`config.mk`:
```
export PLATFORM = sky130hd
export DESIGN_NAME = knn_divider
export DESIGN_NICKNAME = d
export VERILOG_FILES = /design/src/hw/rtl/knn_pkg.sv /design/src/hw/rtl/knn_divider.sv
export SDC_FILE = /design/constraint.sdc
export NUM_CORES = 1
export LEC_CHECK = 0
export BUFFER_PORTS_ARGS = -buffer_cell sky130_fd_sc_hd__buf_2
export CAP_MARGIN = 15
export CORE_ASPECT_RATIO = 0.5
export CORE_MARGIN = 2
export CORE_UTILIZATION = 67
export DETAILED_ROUTE_END_ITERATION = 8
export PLACE_DENSITY = 0.86
export SKIP_LAST_GASP = 1
export SLEW_MARGIN = 0
export SYNTH_ARGS = -nofsm -noshare
export SYNTH_HDL_FRONTEND = slang
export SYNTH_SLANG_ARGS = --single-unit
```
`constraint.sdc`:
```
create_clock -name clock -period 11.35 [get_ports clock]
set_clock_uncertainty 0.2 [all_clocks]
set_input_delay 0 -clock clock [delete_from_list [all_inputs] [get_ports clock]]
set_output_delay 0 -clock clock [all_outputs]
set_load 0.02 [all_outputs]
```
`src/hw/rtl/knn_pkg.sv`:
```
// ----------------------------------------------------------------------------
// knn_pkg
// Shared constants and types for the weighted k-nearest-neighbor classifier.
// ----------------------------------------------------------------------------
package knn_pkg;

   localparam int NumSamples  = 1024;
   localparam int NumFeatures = 66;
   localparam int KNeighbours = 5;
   localparam int NumClasses  = 10;

   localparam int SampleW = 10;
   localparam int FeatW   = 7;
   localparam int ValueW  = 16;
   localparam int ClassW  = 4;
   localparam int DistW   = 23;
   localparam int CountW  = 11;
   localparam int AddrW   = 17;
   localparam int KIdxW   = 3;
   localparam int WeightW = 64;

   localparam logic [DistW-1:0] DistMax = {DistW{1'b1}};
   localparam logic [FeatW-1:0] LastFeat = FeatW'(NumFeatures - 1);

   localparam logic CmdLoad  = 1'b0;
   localparam logic CmdQuery = 1'b1;

   typedef enum logic [2:0] {
      ST_IDLE,
      ST_SCAN,
      ST_INSERT,
      ST_WEIGHT,
      ST_DIVIDE,
      ST_ACCUM,
      ST_PICK,
      ST_DONE
   } state_type;

   typedef struct packed {
      logic             valid;
      logic [DistW-1:0] distance;
      logic [ClassW-1:0] cls;
   } cand_type;

endpackage

```
`src/hw/rtl/knn_divider.sv`:
```
// ----------------------------------------------------------------------------
// knn_divider
// Restoring divider: computes floor(2^60 / d^2), one quotient bit per cycle.
// ----------------------------------------------------------------------------
module knn_divider (
   input  logic                          clock,
   input  logic                          reset,
   input  logic                          start,
   input  logic [knn_pkg::DistW-1:0]     distance,
   output logic                          done,
   output logic [knn_pkg::WeightW-1:0]   quotient
);
   import knn_pkg::*;

   localparam int DenW = 2 * DistW;

   logic [DenW-1:0]    den_ff, den_in;
   logic [DenW:0]      rem_ff, rem_in;
   logic [WeightW-1:0] quo_ff, quo_in;
   logic [5:0]         cnt_ff, cnt_in;
   logic               busy_ff, busy_in;
   logic               done_ff, done_in;
   logic [DenW:0]      shifted;
   logic [DenW:0]      diff;

   always_comb begin
      shifted = {rem_ff[DenW-1:0], (cnt_ff == 6'd60)};
      diff    = shifted - {1'b0, den_ff};
      den_in  = den_ff;
      rem_in  = rem_ff;
      quo_in  = quo_ff;
      cnt_in  = cnt_ff;
      busy_in = busy_ff;
      done_in = 1'b0;
      if (start) begin
         den_in  = DenW'(distance) * DenW'(distance);
         rem_in  = '0;
         quo_in  = '0;
         cnt_in  = 6'd60;
         busy_in = 1'b1;
      end else if (busy_ff) begin
         if (!diff[DenW]) begin
            rem_in = diff;
            quo_in = {quo_ff[WeightW-2:0], 1'b1};
         end else begin
            rem_in = shifted;
            quo_in = {quo_ff[WeightW-2:0], 1'b0};
         end
         if (cnt_ff == 6'd0) begin
            busy_in = 1'b0;
            done_in = 1'b1;
         end else begin
            cnt_in = cnt_ff - 6'd1;
         end
      end
   end

   always_ff @(posedge clock) begin
      den_ff <= den_in;
      rem_ff <= rem_in;
      quo_ff <= quo_in;
      cnt_ff <= cnt_in;
      if (reset) begin
         busy_ff <= 1'b0;
         done_ff <= 1'b0;
      end else begin
         busy_ff <= busy_in;
         done_ff <= done_in;
      end
   end

   assign done     = done_ff;
   assign quotient = quo_ff;

endmodule

```
==> Yosys cells after proc, flatten, opt, wreduce, memory -nomap -nowiden <==
Cells that the tools add are included.
{ "totals": {"register_bits": 164, "mem_bits_rw": 0, "rom_bits": 0, "in_bits": 26, "elab_cells": 21, "output_inout_bits": 65, "memories": 0, "latchBits": 0} }
{ "op_classes": {"muxes": 6, "bitwise": 2, "div": 0, "n_eq_ne": 1, "n_addsub": 2, "mul": 1, "n_reduce_logical": 3, "shift": 0, "order_cmp": 0} }
{ "op_table": {"columns": ["operator", "n"], "rows": [
  ["47-bit by 46-bit subtractor with 47-bit output", 1],
  ["23-bit by 23-bit multiplier with 46-bit output", 1],
  ["46-bit 2-to-1 mux", 1],
  ["6-bit == test, second input constant", 1],
  ["6-bit logical NOT", 1],
  ["6-bit by 1-bit subtractor with 6-bit output, second input constant", 1],
  ["1-bit 2-to-1 mux", 5],
  ["3-bit OR reduction", 1],
  ["1-bit NOT", 2],
  ["2-bit AND reduction", 1]
]} }

==> Logic depth before layout (Yosys ltp) <==
Gate-level depths: netlist (run 1).
{ "depth": {"ltp_word": 4, "mapped_depth": 28, "depth_no_buf": 26} }

==> Worst setup path before layout (run 1) <==
No wires, ideal clock.
{ "synth_path": {"kind": "input port to flip-flop", "start": "input distance[18] (netlist name)", "end": "register den_ff[45], data pin", "required_ns": 10.943, "path_slack_ns": 4.755, "arrival_time_ns": 6.188, "setup_time_ns": 0.207, "path_buffers": 3, "path_stages": 26, "path_cell_list": "clkbuf_1 clkbuf_1 nand2_1 fa_1 inv_1 fa_1 inv_1 fa_1 fa_1 inv_1 fa_1 fa_1 inv_1 fa_1 inv_1 ha_1 clkbuf_1 a21oi_1 nor2b_1 o21ai_0 nand2b_1 a311o_1 a31oi_1 a21oi_1 mux2i_1 a2111oi_0"} }
{ "synth_between": {"elab_chain_cells": 1} }
{ "synth_lines": {"columns": ["element", "line", "text"], "rows": [
  ["from (decl)", "knn_divider.sv:9", "input logic [knn_pkg::DistW-1:0] distance,"],
  ["23-bit by 23-bit multiplier with 46-bit output", "knn_divider.sv:36", "den_in = DenW'(distance) * DenW'(distance);"],
  ["to (signal assigned)", "knn_divider.sv:59", "den_ff <= den_in;"],
  ["to (decl)", "knn_divider.sv:17", "logic [DenW-1:0] den_ff, den_in;"]
]} }
No other way between the ends.
A chain may end at the register's enable or synchronous reset.

==> Worst setup path in the final report (run 1) <==
{ "layout_path": {"start": "input distance[0] (netlist name)", "end": "register den_ff[42], data pin"} }
The elaborated chain is that of the path after synthesis.

==> results of run 1 <==
==> flip-flops by register name, summed over array words and instances (netlist names) <==
name      cells
cnt_ff        6
rem_ff       46
quotient     64
busy_ff       1
den_ff       45
done          1
==> area by class of cell <==
type / count / area, µm²
multi-input cells: 1798 / 17820
fillers: 2627 / 10350
flip-flops and latches: 163 / 3717
inverters: 557 / 2091
well taps: 484 / 605.6
repair buffers: 98 / 524.3
clock buffers: 18 / 439.2
clock inverters: 14 / 136.4
==> worst paths after layout <==
| kind | cells past startpoint | endpoint | slack [ps] | startpoint |
|---|---|---|---|---|
| worst min register to register | 2 | rem_ff[32] | 290 | rem_ff[31] |
| worst max register to register | 16 | rem_ff[12] | 6990 | cnt_ff[0] |
| worst min-delay path | 2 | den_ff[2] | 50 | distance[1] |
| worst max-delay path | 26 | den_ff[42] | 3850 | distance[0] |
==> kinds of logic after synthesis <==
logic type | count (synthesis) | share of synthesized area
buffers and inverters | 668 | 0.1067
multiplexers | 72 | 0.03012
AND/OR/NAND/NOR | 677 | 0.1320
flip-flops | 163 | 0.1541
XOR/XNOR | 97 | 0.03589
adder cells (fa/ha/maj) | 607 | 0.4352
AO/OA/AOI/OAI | 345 | 0.1059
==> cell usage after synthesis, types with 11 or more instances <==
master,n,share of area
o21bai_1,14,0.0044
nand4_1,15,0.0039
nand2_2,30,0.0078
nand2b_1,11,0.0029
and2_1,102,0.026
mux2i_1,68,0.028
inv_1,556,0.087
and3_1,18,0.0047
xnor2_1,54,0.020
ha_1,222,0.12
a31oi_1,14,0.0036
clkbuf_1,91,0.014
xor2_1,41,0.015
a311oi_2,29,0.018
nor2b_1,18,0.0047
a21oi_1,90,0.019
nand2_1,238,0.037
dfxtp_1,118,0.098
nand3_1,27,0.0056
nor2_1,179,0.028
o21ai_0,45,0.0093
fa_1,385,0.32
edfxtp_1,45,0.056
a21o_1,53,0.017
==> layer usage <==
metal  wire (µm)  share of wire  vias to the layer above
met3        5354          0.098                      124
met4        1445          0.027                        0
met5           0              0                        -
met1       23240           0.43                     8663
met2       24440           0.45                      785
li1            -              -                     8321
==> through the flow <==
step / instances / hold WS [ps]
after global routing: 3132 / 44.71
after global placement: 3097 / -33.22
final: 3132 / 53.86
after detailed placement: 3097 / -24.03
after floorplan: 2629 / -130.9
after CTS: 3132 / 9.748
==> repair_timing <==
action                                  CTS  global route
hold buffers                              3             0
endpoints found under the setup margin    0             0
endpoints found under the hold margin    66             0
==> impl_metrics.json, run 1 <==
{
  "synth_seq_cells": 163,
  "row_count": 49,
  "initial_core_util": 0.6752,
  "finalSetupViolations": 0,
  "hpwl_um": 43060,
  "syn-cell-area_mm2": 0.02409,
  "place.gp.congestion": 0.9424,
  "timing.final.ws_setup_ps": 3853,
  "end_kind": "flop",
  "cts_tree": "built",
  "num_io_pins": 91,
  "clockBufferDepth": 2,
  "post_dp_cell_area_mm2": 0.02473,
  "grtUsageMet1": 0.4132,
  "cts_root_buf": "clkbuf_16",
  "min_period_ps": 7497,
  "layout-drive-gt1-share": 0.08157,
  "post-cts-setup-buffers": 0,
  "synth.yosys.seq_area_share": 0.1541,
  "synth_warnings": 0,
  "busiest_layer": "met2",
  "wirelength_um": 54490,
  "final_cell_mix": "556 x inv_1, 385 x fa_1, 238 x nand2_1, 222 x ha_1, 179 x nor2_1",
  "final_nets": 3268,
  "synth_edf_count": 45,
  "cp.arrival_ps": 7480,
  "vias": 17890,
  "use_met2": 0.4784,
  "slowest_stage": "dlygate4sd3_1",
  "crit_buf_inv": 9,
  "grt_max_degree": 96,
  "fmax_ghz": 0.1334,
  "synth_cells": 2629,
  "path_delay_family": "adder cells",
  "cts_made_buffers": 17,
  "hold_viol": 0,
  "outcome": "complete, no violations",
  "die_h_um": 138.1,
  "max_slew_margin": 0.3382,
  "grt_pass1_wl_um": 91240,
  "ys.flop_type": "dfxtp_1",
  "place_worst_setup_slack_ps": 4109,
  "maxCapViolations": 0,
  "rsz0062_at_grt": "no",
  "worst-setup-path-type": "primary input to flop",
  "path_common_cell": "inv_1",
  "synth.distinct_cells": 78,
  "viasPerCell": 5.713,
  "grt_pass1_vias": 18620,
  "core_area_mm2": 0.03568,
  "final_area_mm2": 0.02533,
  "area_delta_synth_final_pct": 5.147,
  "grt_usage": 0.3010,
  "drv_slew": 0,
  "synth.avg_cell_area_um2": 9.164,
  "async_flop_share": 0,
  "setup_tns_ps": 0,
  "ant_nets": 0,
  "layout_commonest_cell": "inv_1",
  "wire_per_inst_um": 17.40,
  "grt_use_met3": 0.07139,
  "synth.net_count": 3262,
  "post-route-period-util": 0.6605,
  "drt_pass1_iterations": 6,
  "numPortBuffers": 90,
  "gr-total-overflow": 0,
  "drc": 0,
  "cts_max_level": 4,
  "worst-path-max-fanout": 17,
  "fp.dieArea_mm2": 0.03758,
  "critPathMaxStageDelay_ps": 530,
  "clk_pin_slew_ps": 70,
  "grt_antenna_before_repair": 0,
  "cp.required_ps": 11340,
  "finish.utilization": 0.7099,
  "worst_pin_slew_ps": 992.8,
  "dieWidth_um": 272.2,
  "diodes": 0,
  "cts_sinks": 163,
  "ctsResizeCount": 0,
  "drt_iter0_markers": 1483,
  "startpoint_type": "primary input",
  "hold_path.class": "primary input to flop",
  "clk_latency_ps": 440
}
Power of run 1 is not shown: default switching activity piles up to over one toggle a cycle in this logic, so the estimate is an artifact.
==> run 2: changes to the inputs <==
--- a/config.mk
+++ b/config.mk
@@ -9,9 +9,9 @@
 export CAP_MARGIN = 15
 export CORE_ASPECT_RATIO = 0.5
 export CORE_MARGIN = 2
-export CORE_UTILIZATION = 67
+export CORE_UTILIZATION = 65
 export DETAILED_ROUTE_END_ITERATION = 8
-export PLACE_DENSITY = 0.86
+export PLACE_DENSITY = 0.84
 export SKIP_LAST_GASP = 1
 export SLEW_MARGIN = 0
 export SYNTH_ARGS = -nofsm -noshare
==> constraint.sdc (replaced) <==
create_clock -name clock -period 7.62 [get_ports clock]
set_clock_uncertainty 0.2 [all_clocks]
set_input_delay 0 -clock clock [delete_from_list [all_inputs] [get_ports clock]]
set_output_delay 0 -clock clock [all_outputs]
set_load 0.02 [all_outputs]
==> impl_metrics.json, run 2 (synthesis results as in run 1) <==
{
  "outcome": "complete, no violations",
  "wl_met1_um": 24300,
  "cp.required_ps": 7600,
  "grt_usage": 0.2977,
  "path_delay_family": "adder cells",
  "slowest_stage": "nor2_1",
  "die_h_um": 140.1,
  "end_kind": "flop",
  "rsz0062_at_grt": "no",
  "dr.max_layer_used": "met4",
  "setup_tns_ps": 0,
  "ctsHoldBuffers": 3,
  "numPortBuffers": 90,
  "post-cts-setup-buffers": 0,
  "cts_root_buf": "clkbuf_16",
  "maxCapViolations": 0,
  "grt_pass1_wl_um": 92530,
  "finalSetupViolations": 0,
  "worst-setup-path-type": "primary input to flop",
  "finish.utilization": 0.7016,
  "hold_path.class": "primary input to flop",
  "hpwl_um": 43880,
  "grt_antenna_before_repair": 0,
  "ctsResizeCount": 0,
  "routed-wl-met3_um": 5095,
  "core_area_mm2": 0.03623,
  "path_common_cell": "inv_1",
  "fmax_ghz": 0.1370,
  "fillers": 2645,
  "wirelength_um": 55470,
  "ant_nets": 0,
  "drc": 0,
  "vias": 17800,
  "diodes": 0,
  "num_io_pins": 91,
  "hold_viol": 0,
  "drv_slew": 0,
  "clockBufferDepth": 2,
  "min_period_ps": 7300,
  "dieWidth_um": 276.3,
  "cts_made_buffers": 17,
  "dr_wl_met2_um": 24810,
  "drt_iter0_markers": 1276,
  "final_nets": 3272,
  "startpoint_type": "primary input",
  "post-route-period-util": 0.9581,
  "layout_commonest_cell": "inv_1",
  "max_slew_margin": 0.3380,
  "gr-total-overflow": 0,
  "worst_pin_slew_ps": 993.0,
  "final_cell_mix": "556 x inv_1, 385 x fa_1, 238 x nand2_1, 222 x ha_1, 179 x nor2_1",
  "grt_max_degree": 94,
  "initial_core_util": 0.6649,
  "wire_per_inst_um": 17.69,
  "fp.dieArea_mm2": 0.03871,
  "drt_pass1_iterations": 5,
  "crit_buf_inv": 9,
  "cts_tree": "built",
  "viasPerCell": 5.678,
  "cts_sinks": 163,
  "largest_reg_flops": 64,
  "area_delta_synth_final_pct": 5.521,
  "row_count": 49,
  "grt_pass1_vias": 18400,
  "clk_pin_slew_ps": 70,
  "critPathMaxStageDelay_ps": 550,
  "cts_max_level": 4,
  "worst-path-max-fanout": 10,
  "place.gp.congestion": 0.9453,
  "cp.arrival_ps": 7280,
  "layout-drive-gt1-share": 0.08261,
  "clk_latency_ps": 430
}
## run 2: changes by cell type in the layout (fill, tap and decap cells not counted), sizes merged
cell,previous run,this run
buf,95,99
bufinv,0,1
clkbuf,18,20
clkinv,4,2
inv,566,564
## run 2: worst paths after layout
kind / start / slack (ps) / cells past startpoint / to
worst max-delay path: distance[0] / 320 / 26 / den_ff[42]
worst min-delay path: reset / 140 / 3 / busy_ff
worst max register to register: cnt_ff[0] / 3480 / 16 / rem_ff[39]
worst min register to register: rem_ff[31] / 290 / 2 / rem_ff[32]
## run 2: per-layer routing
metal / vias up / global-route usage
li1: 8298 / -
met2: 725 / 0.4733
met3: 102 / 0.07440
met4: 0 / 0.08427
met1: 8674 / 0.4094
met5: - / 0
## run 2: metrics by stage
step	std cells	hold WS, ps	setup slack, ps	area (µm²)
after floorplan	2629	-130.9	1025	24090
after global placement	3101	-34.97	738.4	24770
after detailed placement	3101	-27.12	569.9	24770
after CTS	3135	90.41	512.3	25420
after global routing	3135	129.5	40.36	25420
final	3135	138.6	319.6	25420
## run 2: cell type report
| cell class | instances | area, µm² | area share |
|---|---|---|---|
| tap | 484 | 605.6 | 0.02382 |
| multi-input combinational | 1798 | 17830 | 0.7013 |
| sequential | 163 | 3717 | 0.1462 |
| clock buffer | 20 | 500.5 | 0.01969 |
| timing repair buffer | 102 | 554.3 | 0.02180 |
| clock inverter | 11 | 123.9 | 0.004873 |
| inverter | 557 | 2091 | 0.08224 |
## run 2: worst min-delay path, stage by stage
cell	delay (ps)
dlygate4sd3_1	560
buf_2	130
a21oi_1	30
Power of run 2 is left out for the same reason.
==> run 3: changes to the inputs <==
--- a/config.mk
+++ b/config.mk
@@ -5,6 +5,7 @@
 export SDC_FILE = /design/constraint.sdc
 export NUM_CORES = 1
 export LEC_CHECK = 0
+export ABC_AREA = 1
 export BUFFER_PORTS_ARGS = -buffer_cell sky130_fd_sc_hd__buf_2
 export CAP_MARGIN = 15
 export CORE_ASPECT_RATIO = 0.5
@@ -12,6 +13,7 @@
 export CORE_UTILIZATION = 65
 export DETAILED_ROUTE_END_ITERATION = 8
 export PLACE_DENSITY = 0.84
+export RECOVER_POWER = 50
 export SKIP_LAST_GASP = 1
 export SLEW_MARGIN = 0
 export SYNTH_ARGS = -nofsm -noshare
==> impl_metrics.json, run 3 <==
{
  "synth.avg_cell_area_um2": 7.267,
  "drv_slew": 163,
  "outcome": "complete, but fails checks",
  "synth_edf_count": 45,
  "synth_compound_gate_area_share": 0.05358,
  "synthMuxAreaShare": 0,
  "clockBufferDepth": 2,
  "synth_warnings": 0,
  "cp.arrival_ps": 6630,
  "hpwl_um": 53730,
  "synth.top_cells.by_count": "969 x inv_1, 859 x nand2_1, 385 x fa_1",
  "num_io_pins": 91,
  "finalSetupViolations": 0,
  "hold_path.class": "primary input to flop",
  "post-route-period-util": 0.8731,
  "largest_reg_flops": 64,
  "min_period_ps": 6653,
  "cts_tree": "built",
  "numPortBuffers": 90,
  "cts_root_buf": "clkbuf_16",
  "die_h_um": 145.6,
  "ys_top_cells_by_area": "fa_1 30%, inv_1 14%, nand2_1 12%",
  "synth.distinct_cells": 45,
  "fillers": 3298,
  "synth.net_count": 4222,
  "use_met2": 0.5316,
  "core_area_mm2": 0.03924,
  "hold-worst-slack_ps": 56.20,
  "grt_pass1_wl_um": 109400,
  "final_cell_mix": "969 x inv_1, 859 x nand2_1, 385 x fa_1, 358 x nor2_1, 222 x ha_1",
  "ant_nets": 0,
  "synth.top_cell.area_share": 0.2955,
  "grt_use_met3": 0.07257,
  "max_slew_margin": -0.6445,
  "startpoint_type": "primary input",
  "cp.required_ps": 7600,
  "syn-cell-area_mm2": 0.02608,
  "finish.utilization": 0.6964,
  "wire_per_inst_um": 15.90,
  "multi_input_area_mm2": 0.01829,
  "area_delta_synth_final_pct": 4.787,
  "cts_made_buffers": 17,
  "maxCapViolations": 3,
  "synthAdderAreaFrac": 0.4020,
  "worst-setup-path-type": "primary input to flop",
  "layout-drive-gt1-share": 0.03065,
  "fmax_ghz": 0.1503,
  "synth_xor_area_frac": 0.02754,
  "wirelength_um": 66040,
  "vias": 21860,
  "synth_cells": 3589,
  "initial_core_util": 0.6646,
  "yosysTopAreaCell": "fa_1",
  "synth_top_family_by_area": "adder cells",
  "dieWidth_um": 287.3,
  "viasPerCell": 5.265,
  "busiest_layer": "met2",
  "row_count": 51,
  "drc": 0,
  "violations": "capacitance limit, slew limit",
  "grt_max_degree": 96,
  "grt_pass1_vias": 22250,
  "rsz0062_at_grt": "no",
  "grt_usage": 0.3268,
  "drt_pass1_iterations": 6,
  "place.gp.congestion": 1.023,
  "fp.dieArea_mm2": 0.04184,
  "ys.flop_type": "dfxtp_1",
  "worst_pin_slew_ps": 2467,
  "grtUsageMet1": 0.4419,
  "gr-total-overflow": 0,
  "clk_latency_ps": 430,
  "clk_pin_slew_ps": 70,
  "synth.yosys.seq_area_share": 0.1424,
  "synth_simple_gate_area_frac": 0.2180,
  "worst-path-max-fanout": 24,
  "drt_iter0_markers": 1653,
  "cts_sinks": 163,
  "final_nets": 4242,
  "layout_commonest_cell": "inv_1",
  "setup_tns_ps": 0,
  "final-seq-area_mm2": 0.003717,
  "cts_max_level": 4,
  "hold_viol": 0,
  "synth_most_common_cell": "inv_1",
  "diodes": 0,
  "synth_seq_cells": 163,
  "async_flop_share": 0,
  "end_kind": "flop",
  "grt_antenna_before_repair": 1
}
[run 3: worst paths after layout]
kind,startpoint,end,slack (ps),cells after the start
hold / removal,distance[1],den_ff[2],60,3
setup reg to reg,cnt_ff[0],rem_ff[31],3990,19
hold reg to reg,quotient[0],quotient[1],280,2
setup / recovery,distance[0],den_ff[34],970,23
[run 3: cell type report]
cell class | instances | area share
Tap cell | 530 | 0.02426
Timing Repair Buffer | 97 | 0.01538
Clock inverter | 11 | 0.003205
Inverter | 976 | 0.1340
Multi-Input combinational cell | 2354 | 0.6691
Sequential cell | 163 | 0.1360
Clock buffer | 21 | 0.01804
[run 3: cells by family after synthesis]
family | count (synthesis)
and+or+nand+nor | 1407
buffers and inverters | 1072
xor gates and xnor gates | 82
DFF | 163
adders and majority gates | 607
AOI/OAI and AO/OA | 258
[run 3: timing repair]
item | 4_1_cts | 5_1_grt
resized for setup | 0 | 0
setup buffers | 0 | 0
hold buffers | 3 | 0
endpoints found under the hold margin | 49 | 0
[run 3: critical path: stages]
cell and delay (ps):
dlygate4sd3_1 540, buf_2 490, nand2_1 250, xor2_1 230, ha_1 210, o21bai_1 190, fa_1 440, fa_1 550
fa_1 450, fa_1 430, fa_1 530, inv_1 50, fa_1 470, inv_1 40, ha_1 330, a21oi_1 270
a21boi_0 340, o21ai_0 140, inv_1 70, nand2_1 80, a21oi_1 220, o21ai_0 140, xor2_1 170
[run 3: through the flow]
stage / setup slack, ps / cell area, µm² / std cells
after floorplan: 1610 / 26080 / 3589
after global placement: 963.2 / 26810 / 4117
after detailed placement: 924.6 / 26810 / 4117
after CTS: 1061 / 27420 / 4152
after global routing: 642.4 / 27330 / 4152
final: 966.6 / 27330 / 4152
[run 3: routing by layer]
layer	routed length [µm]	share of wire	up-vias
met5	15	0.00023	-
met4	1774	0.027	2
met3	6064	0.092	157
met2	29720	0.45	877
met1	28460	0.43	10280
li1	-	-	10540
Power of run 3 is left out for the same reason.
